**src/hw/rtl/pbre_pkg.sv**
```systemverilog
// ----------------------------------------------------------------------------
// PackBits row encoder package
// Word types of both channels, the control and status groups between the
// controller and the datapath, and the fixed constants of the encoding.
// ----------------------------------------------------------------------------
package pbre_pkg;

   localparam int BYTE_W     = 8;
   localparam int WORD_BYTES = 8;
   localparam int LANE_W     = 3;
   // Fourth equal byte in a row turns a literal tail into a run.
   localparam int RUN_START  = 4;

   typedef struct packed {
      logic [BYTE_W-1:0] data_byte;
      logic              row_end;
   } pbre_req_type;

   typedef struct packed {
      logic [WORD_BYTES*BYTE_W-1:0] packed_bytes;
      logic [3:0]                   byte_count;
      logic                         burst_last;
      logic                         row_done;
   } pbre_rsp_type;

   // Source of the next encoded byte.
   typedef enum logic [2:0] {
      SEL_PRE_HDR  = 3'd0,
      SEL_PRE_VAL  = 3'd1,
      SEL_LIT_HDR  = 3'd2,
      SEL_LIT_DATA = 3'd3,
      SEL_POST_HDR = 3'd4,
      SEL_POST_VAL = 3'd5
   } pbre_sel_type;

   typedef struct packed {
      logic         accept;
      logic         issue;
      pbre_sel_type sel;
      logic         last;
   } pbre_cmd_type;

   typedef struct packed {
      logic pre_in;
      logic lit_in;
      logic post_in;
      logic has_pre;
      logic has_lit;
      logic has_post;
      logic idx_last;
      logic advance;
   } pbre_sts_type;

endpackage

```
**src/hw/rtl/pbre_ram.sv**
```systemverilog
// ----------------------------------------------------------------------------
// Generic single-port-write RAM
// One write port and one read port with a registered, enabled read.
// ----------------------------------------------------------------------------
module pbre_ram #(
   parameter int WIDTH = 8,
   parameter int DEPTH = 128
) (
   input  logic                     clock,
   input  logic                     wr_en,
   input  logic [$clog2(DEPTH)-1:0] wr_addr,
   input  logic [WIDTH-1:0]         wr_data,
   input  logic                     rd_en,
   input  logic [$clog2(DEPTH)-1:0] rd_addr,
   output logic [WIDTH-1:0]         rd_data
);

   logic [WIDTH-1:0] mem_ff [DEPTH];
   logic [WIDTH-1:0] rd_data_ff;

   always_ff @(posedge clock) begin
      if (wr_en) begin
         mem_ff[wr_addr] <= wr_data;
      end
      if (rd_en) begin
         rd_data_ff <= mem_ff[rd_addr];
      end
   end

   assign rd_data = rd_data_ff;

endmodule

```
**src/hw/rtl/pbre_ctrl.sv**
```systemverilog
// ----------------------------------------------------------------------------
// PackBits row encoder controller
// Accepts one input word at a time and walks its encoded segments (leading
// run, literal block, trailing run) one byte per cycle while not stalled.
// ----------------------------------------------------------------------------
module pbre_ctrl (
   input  logic                  clock,
   input  logic                  reset,
   input  logic                  req_valid,
   output logic                  req_ready,
   input  pbre_pkg::pbre_sts_type sts,
   output pbre_pkg::pbre_cmd_type cmd
);

   typedef enum logic [6:0] {
      ST_IDLE     = 7'b0000001,
      ST_PRE_HDR  = 7'b0000010,
      ST_PRE_VAL  = 7'b0000100,
      ST_LIT_HDR  = 7'b0001000,
      ST_LIT_DATA = 7'b0010000,
      ST_POST_HDR = 7'b0100000,
      ST_POST_VAL = 7'b1000000
   } state_type;

   state_type state_ff;
   state_type state_in;

   assign req_ready = (state_ff == ST_IDLE);

   always_comb begin
      state_in   = state_ff;
      cmd.accept = req_valid && (state_ff == ST_IDLE);
      cmd.issue  = 1'b0;
      cmd.sel    = pbre_pkg::SEL_PRE_HDR;
      cmd.last   = 1'b0;
      unique case (state_ff)
         ST_IDLE: begin
            if (cmd.accept) begin
               state_in = sts.pre_in  ? ST_PRE_HDR :
                          sts.lit_in  ? ST_LIT_HDR :
                          sts.post_in ? ST_POST_HDR : ST_IDLE;
            end
         end
         ST_PRE_HDR: begin
            cmd.issue = sts.advance;
            cmd.sel   = pbre_pkg::SEL_PRE_HDR;
            if (sts.advance) begin
               state_in = ST_PRE_VAL;
            end
         end
         ST_PRE_VAL: begin
            cmd.issue = sts.advance;
            cmd.sel   = pbre_pkg::SEL_PRE_VAL;
            cmd.last  = !sts.has_lit && !sts.has_post;
            if (sts.advance) begin
               state_in = sts.has_lit  ? ST_LIT_HDR :
                          sts.has_post ? ST_POST_HDR : ST_IDLE;
            end
         end
         ST_LIT_HDR: begin
            cmd.issue = sts.advance;
            cmd.sel   = pbre_pkg::SEL_LIT_HDR;
            if (sts.advance) begin
               state_in = ST_LIT_DATA;
            end
         end
         ST_LIT_DATA: begin
            cmd.issue = sts.advance;
            cmd.sel   = pbre_pkg::SEL_LIT_DATA;
            cmd.last  = sts.idx_last && !sts.has_post;
            if (sts.advance && sts.idx_last) begin
               state_in = sts.has_post ? ST_POST_HDR : ST_IDLE;
            end
         end
         ST_POST_HDR: begin
            cmd.issue = sts.advance;
            cmd.sel   = pbre_pkg::SEL_POST_HDR;
            if (sts.advance) begin
               state_in = ST_POST_VAL;
            end
         end
         ST_POST_VAL: begin
            cmd.issue = sts.advance;
            cmd.sel   = pbre_pkg::SEL_POST_VAL;
            cmd.last  = 1'b1;
            if (sts.advance) begin
               state_in = ST_IDLE;
            end
         end
         default: begin
            state_in = ST_IDLE;
         end
      endcase
   end

   always_ff @(posedge clock) begin
      if (reset) begin
         state_ff <= ST_IDLE;
      end else begin
         state_ff <= state_in;
      end
   end

endmodule

```
**src/hw/rtl/pbre_datapath.sv**
```systemverilog
// ----------------------------------------------------------------------------
// PackBits row encoder datapath
// Run and literal bookkeeping, the literal buffer, the byte issue stage,
// the eight-byte packer and the result register.
// ----------------------------------------------------------------------------
module pbre_datapath #(
   parameter int MAX_BLOCK = 128
) (
   input  logic                   clock,
   input  logic                   reset,
   input  pbre_pkg::pbre_cmd_type cmd,
   output pbre_pkg::pbre_sts_type sts,
   input  pbre_pkg::pbre_req_type req_data,
   output logic                   rsp_valid,
   input  logic                   rsp_ready,
   output pbre_pkg::pbre_rsp_type rsp_data
);

   localparam int CW = $clog2(MAX_BLOCK + 1);
   localparam int AW = $clog2(MAX_BLOCK);
   localparam logic [CW-1:0] BLOCK_MAX = CW'(MAX_BLOCK);
   localparam logic [CW-1:0] RUN_MIN   = CW'(pbre_pkg::RUN_START);
   localparam logic [CW-1:0] KEEP      = CW'(pbre_pkg::RUN_START - 1);

   // Encoder state.
   logic [CW-1:0] lit_cnt_ff,   lit_cnt_in;
   logic [CW-1:0] rep_cnt_ff,   rep_cnt_in;
   logic [7:0]    last_byte_ff, last_byte_in;
   logic          last_ok_ff,   last_ok_in;
   logic          in_run_ff,    in_run_in;

   // Segments that the accepted word produces.
   logic          pre_ff,       pre_in;
   logic [7:0]    pre_hdr_ff,   pre_hdr_in;
   logic [7:0]    pre_byte_ff,  pre_byte_in;
   logic [CW-1:0] lit_n_ff,     lit_n_in;
   logic          post_ff,      post_in;
   logic [7:0]    post_hdr_ff,  post_hdr_in;
   logic [7:0]    post_byte_ff, post_byte_in;
   logic          row_end_ff;

   logic          same;
   logic [CW-1:0] rep_inc;
   logic [CW-1:0] lit_inc;
   logic          wr_en;
   logic [AW-1:0] wr_addr;

   logic [AW-1:0] idx_ff;
   logic [7:0]    ram_rdata;
   logic [7:0]    issue_byte;

   logic          s2_valid_ff;
   logic [7:0]    s2_const_ff;
   logic          s2_ram_ff;
   logic          s2_last_ff;
   logic          s2_row_ff;
   logic [7:0]    byte_val;

   logic [pbre_pkg::LANE_W-1:0] lane_ff;
   logic [7:0] lanes_ff  [pbre_pkg::WORD_BYTES];
   logic [7:0] lanes_now [pbre_pkg::WORD_BYTES];
   logic       closing;
   logic       out_free;
   logic       advance;
   logic       push;

   logic                   rsp_valid_ff;
   pbre_pkg::pbre_rsp_type rsp_data_ff;
   pbre_pkg::pbre_rsp_type rsp_data_in;

   always_comb begin
      same    = last_ok_ff && (req_data.data_byte == last_byte_ff);
      rep_inc = rep_cnt_ff + CW'(1);
      lit_inc = lit_cnt_ff + CW'(1);

      lit_cnt_in   = lit_cnt_ff;
      rep_cnt_in   = rep_cnt_ff;
      last_byte_in = last_byte_ff;
      last_ok_in   = last_ok_ff;
      in_run_in    = in_run_ff;
      pre_in       = 1'b0;
      pre_hdr_in   = 8'd1 - 8'(rep_cnt_ff);
      pre_byte_in  = last_byte_ff;
      lit_n_in     = '0;
      post_in      = 1'b0;
      post_hdr_in  = '0;
      post_byte_in = '0;
      wr_en        = 1'b0;
      wr_addr      = lit_cnt_ff[AW-1:0];

      if (in_run_ff) begin
         if (same) begin
            if (rep_inc >= BLOCK_MAX) begin
               // Run is full: close it and start over with nothing pending.
               pre_in      = 1'b1;
               pre_hdr_in  = 8'd1 - 8'(rep_inc);
               in_run_in   = 1'b0;
               last_ok_in  = 1'b0;
               rep_cnt_in  = '0;
               lit_cnt_in  = '0;
            end else begin
               rep_cnt_in = rep_inc;
            end
         end else begin
            // A differing byte closes the run and opens a literal block.
            pre_in       = 1'b1;
            in_run_in    = 1'b0;
            last_byte_in = req_data.data_byte;
            last_ok_in   = 1'b1;
            rep_cnt_in   = CW'(1);
            wr_en        = 1'b1;
            wr_addr      = '0;
            lit_cnt_in   = CW'(1);
         end
      end else begin
         if (same && (rep_inc >= RUN_MIN)) begin
            // The last three literals leave the block and join the new run.
            lit_n_in   = (lit_cnt_ff > KEEP) ? (lit_cnt_ff - KEEP) : '0;
            lit_cnt_in = '0;
            in_run_in  = 1'b1;
            rep_cnt_in = rep_inc;
         end else begin
            wr_en = 1'b1;
            if (lit_inc >= BLOCK_MAX) begin
               lit_n_in   = lit_inc;
               lit_cnt_in = '0;
               rep_cnt_in = '0;
               last_ok_in = 1'b0;
            end else begin
               lit_cnt_in   = lit_inc;
               last_byte_in = req_data.data_byte;
               last_ok_in   = 1'b1;
               rep_cnt_in   = same ? rep_inc : CW'(1);
            end
         end
      end

      if (req_data.row_end) begin
         if (in_run_in) begin
            post_in      = 1'b1;
            post_hdr_in  = 8'd1 - 8'(rep_cnt_in);
            post_byte_in = last_byte_in;
         end else if (lit_cnt_in != '0) begin
            lit_n_in = lit_cnt_in;
         end
         lit_cnt_in   = '0;
         rep_cnt_in   = '0;
         last_byte_in = '0;
         last_ok_in   = 1'b0;
         in_run_in    = 1'b0;
      end
   end

   always_ff @(posedge clock) begin
      if (reset) begin
         lit_cnt_ff   <= '0;
         rep_cnt_ff   <= '0;
         last_byte_ff <= '0;
         last_ok_ff   <= 1'b0;
         in_run_ff    <= 1'b0;
         pre_ff       <= 1'b0;
         lit_n_ff     <= '0;
         post_ff      <= 1'b0;
         row_end_ff   <= 1'b0;
      end else if (cmd.accept) begin
         lit_cnt_ff   <= lit_cnt_in;
         rep_cnt_ff   <= rep_cnt_in;
         last_byte_ff <= last_byte_in;
         last_ok_ff   <= last_ok_in;
         in_run_ff    <= in_run_in;
         pre_ff       <= pre_in;
         lit_n_ff     <= lit_n_in;
         post_ff      <= post_in;
         row_end_ff   <= req_data.row_end;
      end
   end

   always_ff @(posedge clock) begin
      if (cmd.accept) begin
         pre_hdr_ff   <= pre_hdr_in;
         pre_byte_ff  <= pre_byte_in;
         post_hdr_ff  <= post_hdr_in;
         post_byte_ff <= post_byte_in;
      end
   end

   pbre_ram #(
      .WIDTH (8),
      .DEPTH (MAX_BLOCK)
   ) u_literal_ram (
      .clock   (clock),
      .wr_en   (cmd.accept && wr_en),
      .wr_addr (wr_addr),
      .wr_data (req_data.data_byte),
      .rd_en   (advance),
      .rd_addr (idx_ff),
      .rd_data (ram_rdata)
   );

   // Literal read index; cleared with the block header.
   always_ff @(posedge clock) begin
      if (reset) begin
         idx_ff <= '0;
      end else if (cmd.issue && (cmd.sel == pbre_pkg::SEL_LIT_HDR)) begin
         idx_ff <= '0;
      end else if (cmd.issue && (cmd.sel == pbre_pkg::SEL_LIT_DATA)) begin
         idx_ff <= idx_ff + AW'(1);
      end
   end

   always_comb begin
      case (cmd.sel)
         pbre_pkg::SEL_PRE_HDR:  issue_byte = pre_hdr_ff;
         pbre_pkg::SEL_PRE_VAL:  issue_byte = pre_byte_ff;
         pbre_pkg::SEL_LIT_HDR:  issue_byte = 8'(lit_n_ff - CW'(1));
         pbre_pkg::SEL_POST_HDR: issue_byte = post_hdr_ff;
         pbre_pkg::SEL_POST_VAL: issue_byte = post_byte_ff;
         default:                issue_byte = '0;
      endcase
   end

   // Issue stage lines up with the registered buffer read.
   always_ff @(posedge clock) begin
      if (reset) begin
         s2_valid_ff <= 1'b0;
      end else if (advance) begin
         s2_valid_ff <= cmd.issue;
      end
   end

   always_ff @(posedge clock) begin
      if (advance) begin
         s2_const_ff <= issue_byte;
         s2_ram_ff   <= (cmd.sel == pbre_pkg::SEL_LIT_DATA);
         s2_last_ff  <= cmd.last;
         s2_row_ff   <= cmd.last && row_end_ff;
      end
   end

   assign byte_val = s2_ram_ff ? ram_rdata : s2_const_ff;
   assign closing  = s2_valid_ff &&
                     ((lane_ff == pbre_pkg::LANE_W'(pbre_pkg::WORD_BYTES - 1)) || s2_last_ff);
   assign out_free = !rsp_valid_ff || rsp_ready;
   assign advance  = !closing || out_free;
   assign push     = closing && out_free;

   always_comb begin
      for (int i = 0; i < pbre_pkg::WORD_BYTES; i++) begin
         lanes_now[i] = lanes_ff[i];
      end
      lanes_now[lane_ff] = byte_val;
      for (int i = 0; i < pbre_pkg::WORD_BYTES; i++) begin
         rsp_data_in.packed_bytes[8*i +: 8] = lanes_now[i];
      end
      rsp_data_in.byte_count = {1'b0, lane_ff} + 4'd1;
      rsp_data_in.burst_last = s2_last_ff;
      rsp_data_in.row_done   = s2_row_ff;
   end

   always_ff @(posedge clock) begin
      if (reset) begin
         lane_ff <= '0;
         for (int i = 0; i < pbre_pkg::WORD_BYTES; i++) begin
            lanes_ff[i] <= '0;
         end
      end else if (s2_valid_ff && advance) begin
         if (closing) begin
            lane_ff <= '0;
            for (int i = 0; i < pbre_pkg::WORD_BYTES; i++) begin
               lanes_ff[i] <= '0;
            end
         end else begin
            lane_ff           <= lane_ff + pbre_pkg::LANE_W'(1);
            lanes_ff[lane_ff] <= byte_val;
         end
      end
   end

   always_ff @(posedge clock) begin
      if (reset) begin
         rsp_valid_ff <= 1'b0;
      end else if (push) begin
         rsp_valid_ff <= 1'b1;
      end else if (rsp_ready) begin
         rsp_valid_ff <= 1'b0;
      end
   end

   always_ff @(posedge clock) begin
      if (push) begin
         rsp_data_ff <= rsp_data_in;
      end
   end

   assign rsp_valid = rsp_valid_ff;
   assign rsp_data  = rsp_data_ff;

   assign sts.pre_in   = pre_in;
   assign sts.lit_in   = (lit_n_in != '0);
   assign sts.post_in  = post_in;
   assign sts.has_pre  = pre_ff;
   assign sts.has_lit  = (lit_n_ff != '0);
   assign sts.has_post = post_ff;
   assign sts.idx_last = (CW'(idx_ff) == (lit_n_ff - CW'(1)));
   assign sts.advance  = advance;

endmodule

```
**src/hw/rtl/packbits_row_encoder.sv**
```systemverilog
// ----------------------------------------------------------------------------
// PackBits row encoder
// Run-length encodes raster rows, one raw byte per request, into PackBits blocks.
// ----------------------------------------------------------------------------
// Each request word carries one raw byte of a row and a flag that marks the
// last byte. A run of four to MAX_BLOCK equal bytes is sent as the header
// (257 - n) mod 256 and the byte; other bytes go out in literal blocks of up
// to MAX_BLOCK bytes as the header n - 1 and the bytes, which wait in an
// on-chip buffer until the block closes. Encoded bytes are gathered into
// response words of up to eight bytes, first byte in the low bits, with the
// unused upper bytes zero; burst_last marks the final response word that a
// request causes and row_done marks the final word of the row. A request
// that closes nothing yields no response. The request port is ready only
// while the sequencer is idle, so it stays busy while the encoded bytes that
// a request releases go out, since the segment sequencer emits a single byte
// per cycle, read one at a time from the literal buffer for literal blocks,
// and a response stall on the output side pauses the sequencer. Results
// already packed wait in an output register, so the next request is taken
// while they are still pending. No clearing pass is needed after reset.
// ----------------------------------------------------------------------------
module packbits_row_encoder #(
   parameter int MAX_BLOCK = 128
) (
   input  logic                   clock,
   input  logic                   reset,
   input  logic                   req_valid,
   output logic                   req_ready,
   input  pbre_pkg::pbre_req_type req_data,
   output logic                   rsp_valid,
   input  logic                   rsp_ready,
   output pbre_pkg::pbre_rsp_type rsp_data
);

   // Commands from the sequencer and the status it steers by.
   pbre_pkg::pbre_cmd_type cmd;
   pbre_pkg::pbre_sts_type sts;

   // The controller owns the request handshake and walks the segments of
   // each accepted word: leading run, literal block, trailing run.
   pbre_ctrl u_ctrl (
      .clock     (clock),
      .reset     (reset),
      .req_valid (req_valid),
      .req_ready (req_ready),
      .sts       (sts),
      .cmd       (cmd)
   );

   // The datapath keeps the run and literal state, the literal buffer, the
   // byte packer and the response register.
   pbre_datapath #(
      .MAX_BLOCK (MAX_BLOCK)
   ) u_datapath (
      .clock     (clock),
      .reset     (reset),
      .cmd       (cmd),
      .sts       (sts),
      .req_data  (req_data),
      .rsp_valid (rsp_valid),
      .rsp_ready (rsp_ready),
      .rsp_data  (rsp_data)
   );

endmodule

```
**config.mk**
```make
export PLATFORM = sky130hd
export DESIGN_NAME = packbits_row_encoder
export DESIGN_NICKNAME = d
export VERILOG_FILES = /design/src/hw/rtl/pbre_pkg.sv /design/src/hw/rtl/pbre_ram.sv /design/src/hw/rtl/pbre_ctrl.sv /design/src/hw/rtl/pbre_datapath.sv /design/src/hw/rtl/packbits_row_encoder.sv
export SDC_FILE = /design/constraint.sdc
export NUM_CORES = 2
export LEC_CHECK = 0
export BUFFER_PORTS_ARGS = -buffer_cell sky130_fd_sc_hd__buf_2
export CAP_MARGIN = 20
export CORE_ASPECT_RATIO = 1.1
export CORE_MARGIN = 2
export CORE_UTILIZATION = 42
export DETAILED_ROUTE_END_ITERATION = 7
export PLACE_DENSITY_LB_ADDON = 0.12
export SLEW_MARGIN = 10
export SYNTH_ARGS = -nofsm -noshare
export SYNTH_HDL_FRONTEND = slang
export SYNTH_SLANG_ARGS = --single-unit
export TNS_END_PERCENT = 5
```
**constraint.sdc**
```tcl
create_clock -name clock -period 5.45 [get_ports clock]
set_input_delay 0.545 -clock clock [delete_from_list [all_inputs] [get_ports clock]]
set_output_delay 0.545 -clock clock [all_outputs]
set_load 0.1 [all_outputs]
```
[After elaboration in Yosys (flattened, before gate mapping)]
Memory sizes are Yosys's and may differ from the RTL's. A register that Yosys moved wholly into a read port is not among the register bits.
Cells that the tools add are included.
Word-level totals
  register bits after elaboration: 168
  memory bits (writable): 1088
  bits of input ports: 13
  output and inout port bits: 72
  logic and storage cells: 202
  memories kept: 2
Memory list
  u_datapath.u_literal_ram.mem_ff: depth 128, bits a word 8, read ports 1, clocked after memory_dff 1, write ports 1, line pbre_ram.sv:18  | logic [WIDTH-1:0] mem_ff [DEPTH];
  u_datapath.lanes_ff: depth 8, bits a word 8, read ports 8, clocked after memory_dff 0, write ports 8, line pbre_datapath.sv:60  | logic [7:0] lanes_ff [pbre_pkg::WORD_BYTES];
Operators by class
  add/subtract/negate cells: 10
  $lt $le $gt $ge: 6
  eq/ne operators: 24
  muxes and demuxes: 95
  bitwise gates (word level): 9
  reductions and logical operators: 31
Operator list (number)
  2-to-1 mux 8 bit: 39
  2-to-1 mux 7 bit: 12
  bitwise mux 64 bit: 1
  one-hot mux 7 bit (7 select lines): 1
  one-hot mux 8 bit (5 select lines): 1
  2-to-1 mux 1 bit: 34
  demux 8 bit (select 3 bit): 1
  one-hot mux 4 bit (6 select lines): 1
  nonzero test 8 bit: 3
  subtractor 1 x 8 -> 8 bit (first input constant): 3
  adder 8 x 1 -> 8 bit (second input constant): 2
  >= comparator 8 bit (second input constant): 2
  logical AND 1 bit: 14
  inequality test 2 x 1 -> 1 bit (second input constant): 7
  2-to-1 mux 6 bit: 2
  == test 3 bit (second input constant): 3
  == test 7 x 8 -> 1 bit: 1
  == test 8 bit: 1
  >= comparator 8 x 3 -> 1 bit (second input constant): 1
  greater-than comparator 8 x 2 -> 1 bit (second input constant): 1
  OR 1 bit: 8
  OR reduction 8 bit: 1
  subtractor 8 x 1 -> 8 bit (second input constant): 1
  subtractor 8 x 2 -> 8 bit (second input constant): 1
  27 further kinds: 34

[Longest topological paths before layout]
  word-level depth: 14
  gate-level depth with buffers: 13

[Modules after synthesis]
Synthesis repeated with hierarchy kept, for this count alone.
Second synthesis, totals
  cell total of the unflattened synthesis: 2740
  area, all modules: 51089.0 um^2
By module, submodules not included
  pbre_ram: times used 1, cells each 1635, area each 39745.6 um^2, sequential area each 30989.7 um^2
  pbre_datapath: times used 1, cells each 1010, area each 10633.9 um^2, sequential area each 6296.0 um^2
  pbre_ctrl: times used 1, cells each 95, area each 709.4 um^2, sequential area each 140.1 um^2

[Least setup slack after synthesis]
OpenSTA, ideal clock, no wires.
  kind: register to register
  start: register u_datapath.rsp_valid_ff, in the netlist u_datapath.rsp_valid
  end: memory u_datapath.lanes_ff[3][0] (enable)
  setup time: 384 ps
  data arrival time: 5142 ps
  required time: 5066 ps
  slack: -76 ps
  stages on the path, launching flop included: 5
  path buffers: 0
  period minus slack after synthesis: 5526 ps
  path through: dfxtp_1 -> nand2b_1 -> nor2b_1 -> nor2_1 -> o21ai_0
RTL lines
  from (decl): line pbre_datapath.sv:67  | logic rsp_valid_ff;
  from (signal assigned): line pbre_datapath.sv:281  | rsp_valid_ff <= 1'b0;
  from (signal assigned): line pbre_datapath.sv:283  | rsp_valid_ff <= 1'b1;
  from (signal assigned): line pbre_datapath.sv:285  | rsp_valid_ff <= 1'b0;
  to (decl): line pbre_datapath.sv:60

[Worst setup path in the final report]
  start: register u_datapath.rep_cnt_ff[0]
  end: memory u_datapath.u_literal_ram.mem_ff[12][2] (enable)
Between the ends
  word-level cells in the longest chain between the ends: 8
Ends and longest elaborated chain
  from (decl): line pbre_datapath.sv:27  | logic [CW-1:0] rep_cnt_ff, rep_cnt_in;
  from (signal assigned): line pbre_datapath.sv:167  | rep_cnt_ff <= rep_cnt_in;
  adder 8 x 1 -> 8 bit: line pbre_datapath.sv:73  | rep_inc = rep_cnt_ff + CW'(1);
  >= comparator 8 x 3 -> 1 bit: line pbre_datapath.sv:116  | if (same && (rep_inc >= RUN_MIN)) begin
  logical AND 1 bit: line pbre_datapath.sv:116
  2-to-1 mux 1 bit: line pbre_datapath.sv:116
  2-to-1 mux 1 bit: line pbre_datapath.sv:91  | if (in_run_ff) begin
  logical AND 1 bit: line pbre_datapath.sv:192  | .wr_en (cmd.accept && wr_en),
  2-to-1 mux 1 bit: line pbre_ram.sv:22  | if (wr_en) begin
  2-to-1 mux 1 bit (not written as such): line pbre_ram.sv:23  | mem_ff[wr_addr] <= wr_data;
  to (decl): line pbre_ram.sv:18
No other way between the ends.

==> summary.txt <==
worst slew pin tran - 1070 ps
maximum capacitance violations - 0
dpl cells - 4241
Max Fclk - 0.234 GHz
Slew Viols, Final - 0
wl on met1 - 55900 um
HPWL Detailed - 79300 um
Min Hold Slack - 170 ps
count leader, synth - edfxtp_1
Initial Utilization - 0.423
antenna violations before repair - 1
period utilisation layout - 0.784
Tmin final - 4270 ps
top cell type's share of synthesized area - 0.719
RR Startpoint - u_datapath.rep_cnt_ff[0]
Setup Crit Path Kind - reg -> reg
Remaining Overflow, GRT - 0
hold buffers post-CTS - 0
Post-Syn Instances - 2684
share of cells above drive strength 1 - 0.248
uppermost layer routed - met4
synth warn - 0
drt drc - 0
num ports - 85
WL/cell - 28.5 um
relative slew slack - 0.282
Clk Latency, worst-skew pair - 760 ps
vias in the first global route - 26100
commonest cells in the synthesized netlist - 1209 x edfxtp_1, 336 x mux4_2, 320 x nor2_1
Cell variety after synth - 70
drt first pass iters - 5
CP Capture Type - flop
CP Data Required Time - 5820 ps
drt total wl - 128000 um
hold_sp - rsp_ready
Util after Layout - 0.480
EDFF count, synth - 1209
Resized Gates After CTS - 0
Core Box Area - 119000 um^2
1st-iter DRT viols - 2492
unrepaired setup endpoints after global routing - no
gr usage total - 0.211
largest net degree at the start of global routing - 92
clock buffer depth - 3
vias per cell - 5.72
CTS tree - yes
Post-CTS Setup Repair Bufs - 0
met3 wire length - 6870 um
clk root buf - clkbuf_16
status - complete, no violations
Final setup viols - 0
met2 routed WL - 61300 um
Setup Skew - 26.9 ps
post-route non-filler standard cell count - 4482
first-pass GRT wire length - 187000 um
Final Hold Viols - 0
Area Overhead vs Synth - 13.6%
final setup TNS - 0 ps
Mapped Area - 50500 um^2
Leak Pwr - 17.7 nW
H-tree Lvls - 4
peak supply drop - 0.000325 V
Row Count - 133
total die area - 123000 um^2
die height - 368 um
# port buffers - 84
Startpoint Class - flop
PD cells - 361 nW/um^2
Clock Pin Slew Worst Setup and Hold Paths - 60 ps
Async S/R FF share, synth - 0
syn nets - 2708
total power - 20.7 mW
CTS buffer count - 130
ant diodes - 0
Worst Path Arrival - 4650 ps
Area contributors post-synth - edfxtp_1 72%, mux4_2 15%, nor2_1 2.4%
FILL cells - 9792
average size of a mapped cell - 18.8 um^2
Worst Hold Class - in -> reg
number of register bits inferred by synthesis - 1264
clk sinks - 1264
Max FO, Critical Path - 12
gpl congestion - 0.842
largest area contributor in the netlist - edfxtp_1
CP startpoint - u_datapath.rep_cnt_ff[0]
DRT antenna net count - 0
Most used DFF post-synth - edfxtp_1
Seq/Total Area, Yosys - 0.741
nets - 2850
die span in x - 335 um
vias - 25600
## cells in the final DEF (no fill, tap or decap), types with 12 or more instances in the layout
cell and count:
edfxtp_1 1209, mux4_2 336, nor2_1 320, clkbuf_16 135, nand2_1 132, a21oi_1 104, buf_2 77, buf_4 76
o21ai_0 61, dfxtp_1 51, xnor2_1 37, clkbuf_1 32, nor3_1 31, nand3_1 24, inv_1 21, clkinv_1 21
clkinv_2 15, bufinv_16 13, xor2_1 12, a22oi_1 12
## worst max-delay path, stage by stage (launching register included)
cell and delay (ps):
dfxtp_1 530, ha_1 380, and2_1 290, a21oi_1 120, o22ai_1 390, a21oi_1 170
nor2_1 410, nand4b_1 590, buf_12 390, nor2_1 600
## metal layers
metal  track usage  vias up
met5             0        -
met2         0.334      850
met1         0.300    13500
met4        0.0682        0
li1              -    11100
met3        0.0344      166
## kinds of logic (layout without fill, tap and decap cells)
kind of cell	count (synthesis)	count (layout)	synth area share
buf+inv	178	424	0.0146
xor+xnor	50	50	0.00883
flops	1264	1264	0.741
simple gates	589	589	0.0507
compound gates	230	230	0.0266
fa+ha+maj	11	11	0.00273
mux	362	362	0.155
## power breakdown
group          internal [mW]  total (mW)  switching, mW  leakage, nW
clock                   5.22        8.89           3.67         2.06
sequential              10.8        10.9         0.0814         11.5
combinational          0.265       0.961          0.696         4.18
## per-stage QoR
step	worst slack, ps	instance area [um^2]
floorplan	1460	50500
global placement	1270	53000
detailed placement	1140	53000
CTS	1080	57200
global route	835	57300
finish	1180	57300
## flip-flops by register name (all words and copies together) (netlist names), 3 cells and up
name	count
u_datapath.pre_hdr_ff	8
u_datapath.rsp_data	70
u_datapath.post_hdr_ff	8
u_datapath.last_byte_ff	8
u_datapath.lanes_ff	64
u_datapath.u_literal_ram.mem_ff	1024
u_datapath.pre_byte_ff	8
u_datapath.rep_cnt_ff	8
u_datapath.u_literal_ram.rd_data	8
u_ctrl.state_ff	7
u_datapath.idx_ff	7
u_datapath.post_byte_ff	8
u_datapath.lit_cnt_ff	8
u_datapath.lit_n_ff	8
u_datapath.lane_ff	3
u_datapath.s2_const_ff	8
## final timing paths
check / to / slack [ps] / cells past startpoint
worst max-delay path: u_datapath.u_literal_ram.mem_ff[12][2] / 1180 / 9
worst min-delay path: u_datapath.rsp_valid / 170 / 3
worst max register to register: u_datapath.u_literal_ram.mem_ff[12][2] / 1180 / 9
worst min register to register: u_datapath.rsp_data[0] / 450 / 0
## layout make-up
type | count | area, um^2 | share of cell area
clock buffers | 170 | 3540 | 0.0618
repair buffers | 167 | 1220 | 0.0213
well taps | 1552 | 1940 | 0.0339
flip-flops and latches | 1264 | 37400 | 0.653
inverters | 21 | 78.8 | 0.00138
clock inverters | 66 | 731 | 0.0127
multi-input cells | 1242 | 12400 | 0.216
Note: power is estimated with default switching activity, not from simulation.
